File: src/rtl/core/rrts_pkg.sv
// ----------------------------------------------------------------------------
// Round robin thread slot scheduler package
// Shared constants, slot state and status codes, sequencer states and the
// request word that the sequencer sends to the slot table.
// ----------------------------------------------------------------------------
`default_nettype none

package rrts_pkg;

   // Number of thread slots and the width of a slot index.
   localparam int THREAD_SLOTS = 8;
   localparam int SLOT_W       = (THREAD_SLOTS > 1) ? $clog2(THREAD_SLOTS) : 1;

   // Fixed port widths.
   localparam int OP_W      = 2;
   localparam int TARGET_W  = 4;
   localparam int STATUS_W  = 2;
   localparam int SLOT_ID_W = 3;

   typedef logic [SLOT_W-1:0] slot_idx_type;

   localparam slot_idx_type SLOT_FIRST = slot_idx_type'(0);
   localparam slot_idx_type SLOT_ONE   = slot_idx_type'(1);
   localparam slot_idx_type SLOT_LAST  = slot_idx_type'(THREAD_SLOTS - 1);

   // Life cycle of one thread slot.
   typedef enum logic [1:0] {
      ST_UNUSED   = 2'd0,
      ST_RUNNABLE = 2'd1,
      ST_RUNNING  = 2'd2,
      ST_ZOMBIE   = 2'd3
   } slot_state_type;

   // Operation codes of a request word.
   typedef enum logic [OP_W-1:0] {
      OP_CREATE = 2'd0,
      OP_YIELD  = 2'd1,
      OP_EXIT   = 2'd2,
      OP_JOIN   = 2'd3
   } op_type;

   // Status codes of a response word.
   typedef enum logic [STATUS_W-1:0] {
      STATUS_OK      = 2'd0,
      STATUS_FULL    = 2'd1,
      STATUS_BAD_ID  = 2'd2,
      STATUS_PENDING = 2'd3
   } status_type;

   // Sequencer states.
   typedef enum logic [2:0] {
      S_IDLE,
      S_CREATE,
      S_EXIT,
      S_SCAN,
      S_FIX_OLD,
      S_SET_NEW,
      S_JOIN,
      S_DONE
   } seq_state_type;

   // One read and one write of the slot table per cycle.
   typedef struct packed {
      slot_idx_type   rd_addr;
      logic           wr_en;
      slot_idx_type   wr_addr;
      slot_state_type wr_data;
   } table_req_type;

   // Next slot in round robin order, wrapping after the last slot.
   function automatic slot_idx_type next_slot(input slot_idx_type s);
      slot_idx_type r;
      if (s == SLOT_LAST) begin
         r = SLOT_FIRST;
      end else begin
         r = s + SLOT_ONE;
      end
      return r;
   endfunction

endpackage

`default_nettype wire

File: src/rtl/core/rrts_slot_table.sv
// ----------------------------------------------------------------------------
// Slot state table
// Holds the state of every thread slot, with one read port and one write
// port. Reset makes slot zero running and every other slot unused.
// ----------------------------------------------------------------------------
`default_nettype none

module rrts_slot_table
   import rrts_pkg::*;
(
   input  wire logic           clock,
   input  wire logic           reset,
   input  wire table_req_type  req,
   output      slot_state_type rd_data
);

   slot_state_type slots_ff [THREAD_SLOTS];

   // Read port: the sequencer chooses one slot per cycle.
   assign rd_data = slots_ff[req.rd_addr];

   // Write port with reset to the boot state.
   always_ff @(posedge clock) begin
      if (reset) begin
         for (int i = 0; i < THREAD_SLOTS; i++) begin
            slots_ff[i] <= (i == 0) ? ST_RUNNING : ST_UNUSED;
         end
      end else if (req.wr_en) begin
         slots_ff[req.wr_addr] <= req.wr_data;
      end
   end

endmodule

`default_nettype wire

File: src/rtl/core/rrts_sequencer.sv
// ----------------------------------------------------------------------------
// Scheduler sequencer
// Steps through the slot table one slot per cycle to carry out create,
// yield, exit and join, keeps the current slot and holds the response word.
// ----------------------------------------------------------------------------
`default_nettype none

module rrts_sequencer
   import rrts_pkg::*;
(
   input  wire logic                 clock,
   input  wire logic                 reset,
   input  wire logic                 req_valid,
   output      logic                 req_stall,
   input  wire logic [OP_W-1:0]      req_operation,
   input  wire logic [TARGET_W-1:0]  req_target_id,
   output      logic                 rsp_valid,
   input  wire logic                 rsp_stall,
   output      logic [STATUS_W-1:0]  rsp_status,
   output      logic [SLOT_ID_W-1:0] rsp_slot_id,
   output      logic                 rsp_switched,
   output      table_req_type        tbl_req,
   input  wire slot_state_type       tbl_rd_data
);

   seq_state_type state_ff, state_in;
   slot_idx_type  cur_ff, cur_in;
   slot_idx_type  addr_ff, addr_in;
   slot_idx_type  cnt_ff, cnt_in;
   slot_idx_type  found_ff, found_in;
   slot_idx_type  target_ff, target_in;
   status_type    status_ff, status_in;
   slot_idx_type  id_ff, id_in;
   logic          switched_ff, switched_in;
   logic          rsp_valid_ff, rsp_valid_in;
   status_type    rsp_status_ff, rsp_status_in;
   slot_idx_type  rsp_id_ff, rsp_id_in;
   logic          rsp_switched_ff, rsp_switched_in;

   logic accept;
   logic out_free;
   logic bad_id;
   op_type op;

   assign op       = op_type'(req_operation);
   assign accept   = req_valid && (state_ff == S_IDLE);
   assign out_free = !rsp_valid_ff || !rsp_stall;
   assign bad_id   = (req_target_id == '0) || (32'(req_target_id) >= THREAD_SLOTS);

   // Next state.
   always_comb begin
      state_in = state_ff;
      case (state_ff)
         S_IDLE: begin
            if (accept) begin
               case (op)
                  OP_CREATE: state_in = S_CREATE;
                  OP_YIELD:  state_in = S_SCAN;
                  OP_EXIT:   state_in = S_EXIT;
                  OP_JOIN:   state_in = bad_id ? S_DONE : S_JOIN;
                  default:   state_in = S_IDLE;
               endcase
            end
         end
         S_CREATE: begin
            if (tbl_rd_data == ST_UNUSED || addr_ff == SLOT_LAST) begin
               state_in = S_DONE;
            end
         end
         S_EXIT:    state_in = S_SCAN;
         S_SCAN: begin
            if (tbl_rd_data == ST_RUNNABLE) begin
               state_in = S_FIX_OLD;
            end else if (cnt_ff == SLOT_LAST) begin
               state_in = S_DONE;
            end
         end
         S_FIX_OLD: state_in = S_SET_NEW;
         S_SET_NEW: state_in = S_DONE;
         S_JOIN:    state_in = S_DONE;
         S_DONE: begin
            if (out_free) begin
               state_in = S_IDLE;
            end
         end
         default:   state_in = S_IDLE;
      endcase
   end

   // Table access and working registers.
   always_comb begin
      tbl_req         = '{rd_addr: addr_ff, wr_en: 1'b0, wr_addr: addr_ff,
                          wr_data: ST_UNUSED};
      cur_in          = cur_ff;
      addr_in         = addr_ff;
      cnt_in          = cnt_ff;
      found_in        = found_ff;
      target_in       = target_ff;
      status_in       = status_ff;
      id_in           = id_ff;
      switched_in     = switched_ff;
      rsp_valid_in    = rsp_valid_ff && rsp_stall;
      rsp_status_in   = rsp_status_ff;
      rsp_id_in       = rsp_id_ff;
      rsp_switched_in = rsp_switched_ff;
      case (state_ff)
         S_IDLE: begin
            if (accept) begin
               status_in   = STATUS_OK;
               id_in       = cur_ff;
               switched_in = 1'b0;
               cnt_in      = SLOT_FIRST;
               target_in   = slot_idx_type'(req_target_id);
               case (op)
                  OP_CREATE: addr_in = SLOT_ONE;
                  OP_YIELD:  addr_in = next_slot(cur_ff);
                  OP_JOIN: begin
                     if (bad_id) begin
                        status_in = STATUS_BAD_ID;
                     end
                  end
                  default:   addr_in = addr_ff;
               endcase
            end
         end
         // Lowest unused slot from one upward.
         S_CREATE: begin
            if (tbl_rd_data == ST_UNUSED) begin
               tbl_req.wr_en   = 1'b1;
               tbl_req.wr_data = ST_RUNNABLE;
               id_in           = addr_ff;
            end else if (addr_ff == SLOT_LAST) begin
               status_in = STATUS_FULL;
            end else begin
               addr_in = addr_ff + SLOT_ONE;
            end
         end
         // Mark the current slot zombie, then search as for a yield.
         S_EXIT: begin
            tbl_req.wr_en   = 1'b1;
            tbl_req.wr_addr = cur_ff;
            tbl_req.wr_data = ST_ZOMBIE;
            addr_in         = next_slot(cur_ff);
            cnt_in          = SLOT_FIRST;
         end
         // Round robin search, ending at the current slot itself.
         S_SCAN: begin
            if (tbl_rd_data == ST_RUNNABLE) begin
               found_in = addr_ff;
            end else begin
               addr_in = next_slot(addr_ff);
               cnt_in  = cnt_ff + SLOT_ONE;
            end
         end
         // A running old slot steps back to runnable.
         S_FIX_OLD: begin
            tbl_req.rd_addr = cur_ff;
            tbl_req.wr_addr = cur_ff;
            tbl_req.wr_data = ST_RUNNABLE;
            tbl_req.wr_en   = (tbl_rd_data == ST_RUNNING);
         end
         S_SET_NEW: begin
            tbl_req.wr_en   = 1'b1;
            tbl_req.wr_addr = found_ff;
            tbl_req.wr_data = ST_RUNNING;
            cur_in          = found_ff;
            id_in           = found_ff;
            switched_in     = (found_ff != cur_ff);
         end
         // Reap a zombie, or report whether the caller must retry.
         S_JOIN: begin
            tbl_req.rd_addr = target_ff;
            tbl_req.wr_addr = target_ff;
            tbl_req.wr_data = ST_UNUSED;
            tbl_req.wr_en   = (tbl_rd_data == ST_ZOMBIE);
            if (tbl_rd_data == ST_RUNNABLE || tbl_rd_data == ST_RUNNING) begin
               status_in = STATUS_PENDING;
            end
         end
         // Hand the result to the output register once it is free.
         S_DONE: begin
            if (out_free) begin
               rsp_valid_in    = 1'b1;
               rsp_status_in   = status_ff;
               rsp_id_in       = id_ff;
               rsp_switched_in = switched_ff;
            end
         end
         default: begin
            tbl_req.wr_en = 1'b0;
         end
      endcase
   end

   // Control registers.
   always_ff @(posedge clock) begin
      if (reset) begin
         state_ff     <= S_IDLE;
         cur_ff       <= SLOT_FIRST;
         rsp_valid_ff <= 1'b0;
      end else begin
         state_ff     <= state_in;
         cur_ff       <= cur_in;
         rsp_valid_ff <= rsp_valid_in;
      end
   end

   // Working and response registers.
   always_ff @(posedge clock) begin
      addr_ff         <= addr_in;
      cnt_ff          <= cnt_in;
      found_ff        <= found_in;
      target_ff       <= target_in;
      status_ff       <= status_in;
      id_ff           <= id_in;
      switched_ff     <= switched_in;
      rsp_status_ff   <= rsp_status_in;
      rsp_id_ff       <= rsp_id_in;
      rsp_switched_ff <= rsp_switched_in;
   end

   assign req_stall    = (state_ff != S_IDLE);
   assign rsp_valid    = rsp_valid_ff;
   assign rsp_status   = rsp_status_ff;
   assign rsp_slot_id  = SLOT_ID_W'(rsp_id_ff);
   assign rsp_switched = rsp_switched_ff;

endmodule

`default_nettype wire

File: src/rtl/core/round_robin_thread_slot_scheduler_top.sv
// ----------------------------------------------------------------------------
// Round robin thread slot scheduler
// Thread slot table with create, yield, exit and join, one response word per
// request word.
// ----------------------------------------------------------------------------
// The block takes one request word at a time and returns one response word.
// A sequencer walks the slot table through its single read port, one slot
// per cycle: create scans for an unused slot, yield scans for a runnable
// slot, exit marks the current slot zombie before the yield scan, and join
// checks its target slot directly (a bad id goes straight to the response).
// A request is taken only in the idle state. Requests stall until the
// response is in the output register; a finished response may wait there
// while the next request is already being worked on. After reset slot zero
// is running and the current slot, and every other slot is unused.
`default_nettype none

module round_robin_thread_slot_scheduler_top
   import rrts_pkg::*;
(
   input  wire logic                 clock,
   input  wire logic                 reset,
   input  wire logic                 req_valid,
   output      logic                 req_stall,
   input  wire logic [OP_W-1:0]      req_operation,
   input  wire logic [TARGET_W-1:0]  req_target_id,
   output      logic                 rsp_valid,
   input  wire logic                 rsp_stall,
   output      logic [STATUS_W-1:0]  rsp_status,
   output      logic [SLOT_ID_W-1:0] rsp_slot_id,
   output      logic                 rsp_switched
);

   table_req_type  tbl_req;
   slot_state_type tbl_rd_data;

   // Slot state storage.
   rrts_slot_table u_table (
      .clock   (clock),
      .reset   (reset),
      .req     (tbl_req),
      .rd_data (tbl_rd_data)
   );

   // Operation sequencer and response register.
   rrts_sequencer u_seq (
      .clock         (clock),
      .reset         (reset),
      .req_valid     (req_valid),
      .req_stall     (req_stall),
      .req_operation (req_operation),
      .req_target_id (req_target_id),
      .rsp_valid     (rsp_valid),
      .rsp_stall     (rsp_stall),
      .rsp_status    (rsp_status),
      .rsp_slot_id   (rsp_slot_id),
      .rsp_switched  (rsp_switched),
      .tbl_req       (tbl_req),
      .tbl_rd_data   (tbl_rd_data)
   );

endmodule

`default_nettype wire
File: config.mk
export PLATFORM = sky130hd
export DESIGN_NAME = round_robin_thread_slot_scheduler_top
export DESIGN_NICKNAME = d
export VERILOG_FILES = /design/src/rtl/core/rrts_pkg.sv /design/src/rtl/core/rrts_slot_table.sv /design/src/rtl/core/rrts_sequencer.sv /design/src/rtl/core/round_robin_thread_slot_scheduler_top.sv
export SDC_FILE = /design/constraint.sdc
export NUM_CORES = 1
export LEC_CHECK = 0
export BUFFER_PORTS_ARGS = -buffer_cell sky130_fd_sc_hd__buf_2
export CELL_PAD_IN_SITES_DETAIL_PLACEMENT = 1
export CELL_PAD_IN_SITES_GLOBAL_PLACEMENT = 1
export CORE_ASPECT_RATIO = 2
export CORE_MARGIN = 8
export CORE_UTILIZATION = 45
export DETAILED_ROUTE_END_ITERATION = 12
export PLACE_DENSITY = 0.85
export SYNTH_ARGS = -nofsm -noshare
export SYNTH_HDL_FRONTEND = slang
export SYNTH_HIERARCHICAL = 1
export SYNTH_SLANG_ARGS = --single-unit
File: constraint.sdc
create_clock -name clock -period 7.6 [get_ports clock]
set_input_delay 0.76 -clock clock [delete_from_list [all_inputs] [get_ports clock]]
set_output_delay 0.76 -clock clock [all_outputs]
set_load 0.05 [all_outputs]
; Word-level counts from Yosys, hierarchy flattened
; Memories as Yosys holds them, arrays and structs flattened.
; Cells that the tools add are included.
[classes]
add_sub_neg = 3
magnitude_cmp = 1
n_eq_ne = 28
muxes = 47
n_reduce_logical = 31
[op_table]
columns = op, n
row1 = $mux 3, 16
row2 = $pmux 3 s3, 3
row3 = $pmux 3 s4, 2
row4 = $eq 3x3->1 const B, 7
row5 = $pmux 3 s7, 1
row6 = $mux 2, 7
row7 = $mux 1, 12
row8 = $ne 2x1->1 const B, 6
row9 = $pmux 3 s2, 2
row10 = $reduce_bool 3->1, 4
row11 = $add 3x1->3 const B, 3
row12 = $eq 2x2->1 const B, 4
row13 = $pmux 2 s4, 1
row14 = $reduce_and 2->1, 4
row15 = $reduce_or 2->1, 4
row16 = $eq 3x2->1 const B, 2
row17 = $ne 2x2->1 const B, 3
row18 = $pmux 2 s3, 1
row19 = $reduce_and 3->1, 2
row20 = $reduce_and 6->1, 1
row21 = $reduce_and 5->1, 1
row22 = $eq 2x1->1 const B, 2
row23 = $ge 4x4->1 const B, 1
row24 = $logic_not 2->1, 2
row25 = 14 further kinds, 19
[word_totals]
ff_bits = 31
ramBits = 16
in_bits = 10
memories = 1
[mem_list]
columns = memory, words, word_bits, read_ports, rd_clocked_by_memory_dff, write_ports, line_no
row1 = u_table.slots_ff, 8, 2, 1, 0, 8, rrts_slot_table.sv:17  ; slot_state_type slots_ff [THREAD_SLOTS];

; Logic depth before layout (Yosys ltp)
; An unclocked memory read counts as a cell.
[depth]
ltp_word = 11
ltp_mapped = 13
ltp_nobuf = 11

; Modules after synthesis
; Netlist, hierarchy kept.
[modules_own_cells]
columns = mod, n_inst, cells_per_inst, area_each_um2, seq_area_each_um2
row1 = rrts_sequencer, 1, 185, 1909.3, 860.8
row2 = rrts_slot_table, 1, 59, 804.5, 480.5

; Worst setup path after synthesis
; Ideal clock, no wire load.
[synth_path]
path_type = reg2reg
start = register u_seq.state_ff[2]
end = memory u_table/slots_ff[0][1] (netlist bit), data pin
setup_time_ns = 0.272
arrival_ns = 3.589
required_ns = 7.328
setup_slack_ns = 3.739
path_stages_with_launch = 13
synth_period_minus_slack_ns = 3.861
path_cell_list = dfxtp_1 buf_4 buf_6 nand2b_1 o21ai_1 mux4_1 mux2_2 inv_1 ha_1 o21ai_0 a221oi_1 nand2b_1 or4b_1
[synth_lines]
columns = element, line_no
row1 = "start, declared", rrts_sequencer.sv:26  ; seq_state_type state_ff, state_in;
row2 = "start signal, assigned", rrts_sequencer.sv:202  ; state_ff <= state_in;
row3 = "end, declared", rrts_slot_table.sv:17

==> impl_metrics.py <==
metrics = {
    "floorplanning": {
        "io_pins": 18,
        "die_h_um": 126,
        "dieWidth_um": 70.9,
        "start_util_pct": 46.0,
        "row_count": 40,
        "core_um2": 5910,
        "dieArea_um2": 8920,
    },
    "cts": {
        "ctsHoldBuffers": 0,
        "worstSkewPairLatency_ns": 0.30,
        "cts_max_level": 2,
        "cts_setup_buffers": 0,
        "cts.path.max_buffers": 2,
        "path_clk_slew_ns": 0.06,
        "cts_resized": 0,
        "cts-root-buf": "clkbuf_16",
        "cts_buffers": 5,
        "clock_sinks": 47,
        "cts_tree": "yes",
    },
    "sta": {
        "finClkSkew_ns": 0.00828,
        "max_slew_margin_pct": 49.7,
        "fin_crit_ns": 4.36,
        "finalSetupViolCount": 0,
        "hold_viol": 0,
        "holdWs_ns": 0.418,
        "max_clock_freq_mhz": 229,
        "grt_setup_unrepaired": "false",
        "fin_crit_sh_pct": 57.4,
        "drv_slew": 0,
        "setup_tns_ns": 0,
        "worstMarginPinSlew_ns": 0.755,
    },
    "place": {
        "place_area_um2": 2820,
        "gp_congestion": 0.858,
        "place_hpwl_um": 4730,
        "port_buffers": 17,
    },
    "synthesis": {
        "netlist_top_cells_count": "40 x edfxtp_1, 29 x nor2_1, 23 x nand2_1",
        "synth_top_flop_cell": "edfxtp_1",
        "synth_most_common_cell": "edfxtp_1",
        "synth_edf_count": 40,
        "yosysUniqueCellTypes": 53,
        "yosysTopAreaCell": "edfxtp_1",
        "synth_nets": 264,
        "synthArstFlopShare_pct": 0,
        "synth.top_cell.area_share_pct": 44.3,
        "syn_avg_cell_area_um2": 11.1,
        "synthesis.area_um2": 2710,
        "netlist_instances": 244,
        "synthTopCellsByArea": "edfxtp_1 44%, dfxtp_1 5.2%, mux2i_1 4.8%",
        "yosysSeqAreaShare_pct": 49.4,
        "synth_seq_cells": 47,
        "yosys_warnings": 6,
    },
    "critical_path": {
        "crit_family": "compound AO/OA/AOI/OAI gates",
        "critical_path_depth": 11,
        "regToRegSetupSlack_ns": 3.24,
        "r2r_start": "u_seq/state_ff[2]$_SDFFE_PP0P_",
        "slowest_stage": "a221oi_1",
        "crit_chain": "buf_4 > nand2b_1 > o21ai_1 > mux4_1 > mux2_2 > inv_1 > ha_1 > o21ai_0 > a221oi_1 > nand2b_1 > or4b_1",
        "cp_max_fo": 30,
        "worstSetupEndpointType": "register",
        "cp.arrival_ns": 4.40,
        "cpPeakStageDelay_ns": 0.67,
        "reg2reg_depth": 11,
        "critical_path_class": "reg2reg",
        "crit_buf_inv": 2,
        "crit_path_start_kind": "register",
        "crit_path_start": "u_seq/state_ff[2]$_SDFFE_PP0P_",
        "reg2reg_to": "u_table/slots_ff[0][1]$_SDFFCE_PN1P_",
        "path_common_cell": "nand2b_1",
        "worstPathRequired_ns": 7.64,
    },
    "power_and_ir_drop": {
        "peakVddDrop_mv": 0.233,
        "power_density_nw_per_um2": 437,
        "p_leak_uw": 0.00115,
        "p_clk_share_pct": 21.3,
        "p_switching_uw": 531,
        "power_uw": 1310,
        "combPwrFrac_pct": 46.9,
        "internal-power_uw": 784,
        "p_sw_share_pct": 40.4,
        "power_frac_seq_pct": 31.8,
    },
    "grt": {
        "use_met3_pct": 3.74,
        "antenna_found_initial": 0,
        "grt-busiest-layer": "met2",
        "grt_max_degree": 34,
        "grt_pass1_wl_um": 10900,
        "grt_pass1_vias": 2022,
        "grt_use_total_pct": 15.9,
        "grt.overflow.total": 0,
        "grt_use_met1_pct": 18.5,
        "grt_use_met2_pct": 26.6,
    },
    "drt": {
        "via_count": 1957,
        "drt-vias-per-instance": 6.08,
        "ant_nets": 0,
        "avgRoutedWirePerCell_um": 20.0,
        "routed_wl_um": 6450,
        "drt_iter0_markers": 96,
        "firstDrtPassIters": 4,
        "drcViolationCount": 0,
    },
    "worst_hold_path": {
        "min_from": "u_seq/status_ff[0]$_DFFE_PP_",
        "hold_class": "reg2reg",
        "whs_path_depth": 0,
        "holdPathEnd": "u_seq/rsp_status[0]$_DFFE_PP_",
    },
    "cells_and_area": {
        "final_core_util_pct": 51.0,
        "final_net_count": 278,
        "seq_area_um2": 1340,
        "fin_area_um2": 3010,
        "diodes": 0,
        "multi_input_area_um2": 1260,
        "layout-drive-gt1-share_pct": 14.7,
        "area_growth_pct": 10.9,
        "fillers": 655,
    },
    "status": {
        "status": "finished, final reports clean",
    },
    "job": {
        "cap_viol_max_count": 0,
    },
}
## worst max path at each step
stage	end	slack (ns)
floorplan	u_table/slots_ff[0][1]$_SDFFCE_PN1P_	3.74
global placement	u_table/slots_ff[0][1]$_SDFFCE_PN1P_	3.53
detailed placement	u_table/slots_ff[0][1]$_SDFFCE_PN1P_	3.31
CTS	u_table/slots_ff[2][1]$_SDFFCE_PN0P_	3.25
global route	u_table/slots_ff[0][1]$_SDFFCE_PN1P_	2.98
finish	u_table/slots_ff[0][1]$_SDFFCE_PN1P_	3.24
## flip-flops by register name (all words and copies together), names as in the netlist, 2 cells and up
register	cells
u_table/slots_ff	16
u_seq/addr_ff	3
u_seq/cnt_ff	3
u_seq/cur_ff	3
u_seq/found_ff	3
u_seq/id_ff	3
u_seq/rsp_slot_id	3
u_seq/state_ff	3
u_seq/target_ff	3
u_seq/rsp_status	2
u_seq/status_ff	2
## power by group through the flow
stage	logic, uW	clock network, uW	registers (uW)
after global placement	586	0	418
after CTS	617	288	418
after global routing	690	291	426
final	617	280	418
after detailed placement	613	0	424
after floorplan	486	0	416
## metrics by stage
step,setup slack [ns],cells
after floorplan,3.74,244
after global placement,3.53,314
after detailed placement,3.31,314
after CTS,3.25,322
after global routing,2.98,322
final,3.24,322
## cells by family (layout without fill, tap and decap cells)
family / Yosys count / in the layout / synth area share, %
buffers and inverters: 22 / 37 / 4.20
AOI/OAI and AO/OA: 57 / 57 / 14.4
DFF: 47 / 47 / 49.4
and+or+nand+nor: 84 / 84 / 16.2
muxes: 20 / 20 / 9.91
xor gates and xnor gates: 4 / 4 / 1.29
adders and majority gates: 10 / 10 / 4.61
## layout make-up
type                    instances  area share, %
multi-input cells             175           41.8
repair buffers                 20           3.58
inverters                       9           1.12
well taps                      63           2.62
clock inverters                 2           2.00
flip-flops and latches         47           44.6
clock buffers                   6           4.28
## placed cells by master, fill, tap and decap left out, types with 3 or more instances in the layout
| cell type | Yosys | layout |
|---|---|---|
| nor2_1 | 29 | 29 |
| and3_1 | 3 | 3 |
| dfxtp_1 | 7 | 7 |
| buf_4 | 3 | 3 |
| o21ai_0 | 9 | 9 |
| nor2b_1 | 4 | 4 |
| edfxtp_1 | 40 | 40 |
| nand2b_1 | 6 | 6 |
| xnor2_1 | 4 | 4 |
| nand4bb_1 | 3 | 3 |
| o21ai_1 | 12 | 12 |
| mux4_1 | 4 | 4 |
| mux2i_1 | 13 | 13 |
| a21oi_1 | 11 | 11 |
| clkbuf_16 | 0 | 5 |
| inv_1 | 7 | 7 |
| buf_2 | 4 | 17 |
| nand2_1 | 23 | 23 |
| nor3_1 | 6 | 6 |
| ha_1 | 10 | 10 |
## layer usage
metal | vias up | part of all wire, %
li1 | 940 | -
met1 | 974 | 43
met2 | 36 | 52
met3 | 7 | 3.7
met4 | 0 | 2.0
met5 | - | 0
No activity file was read; power rests on OpenSTA's default activity.
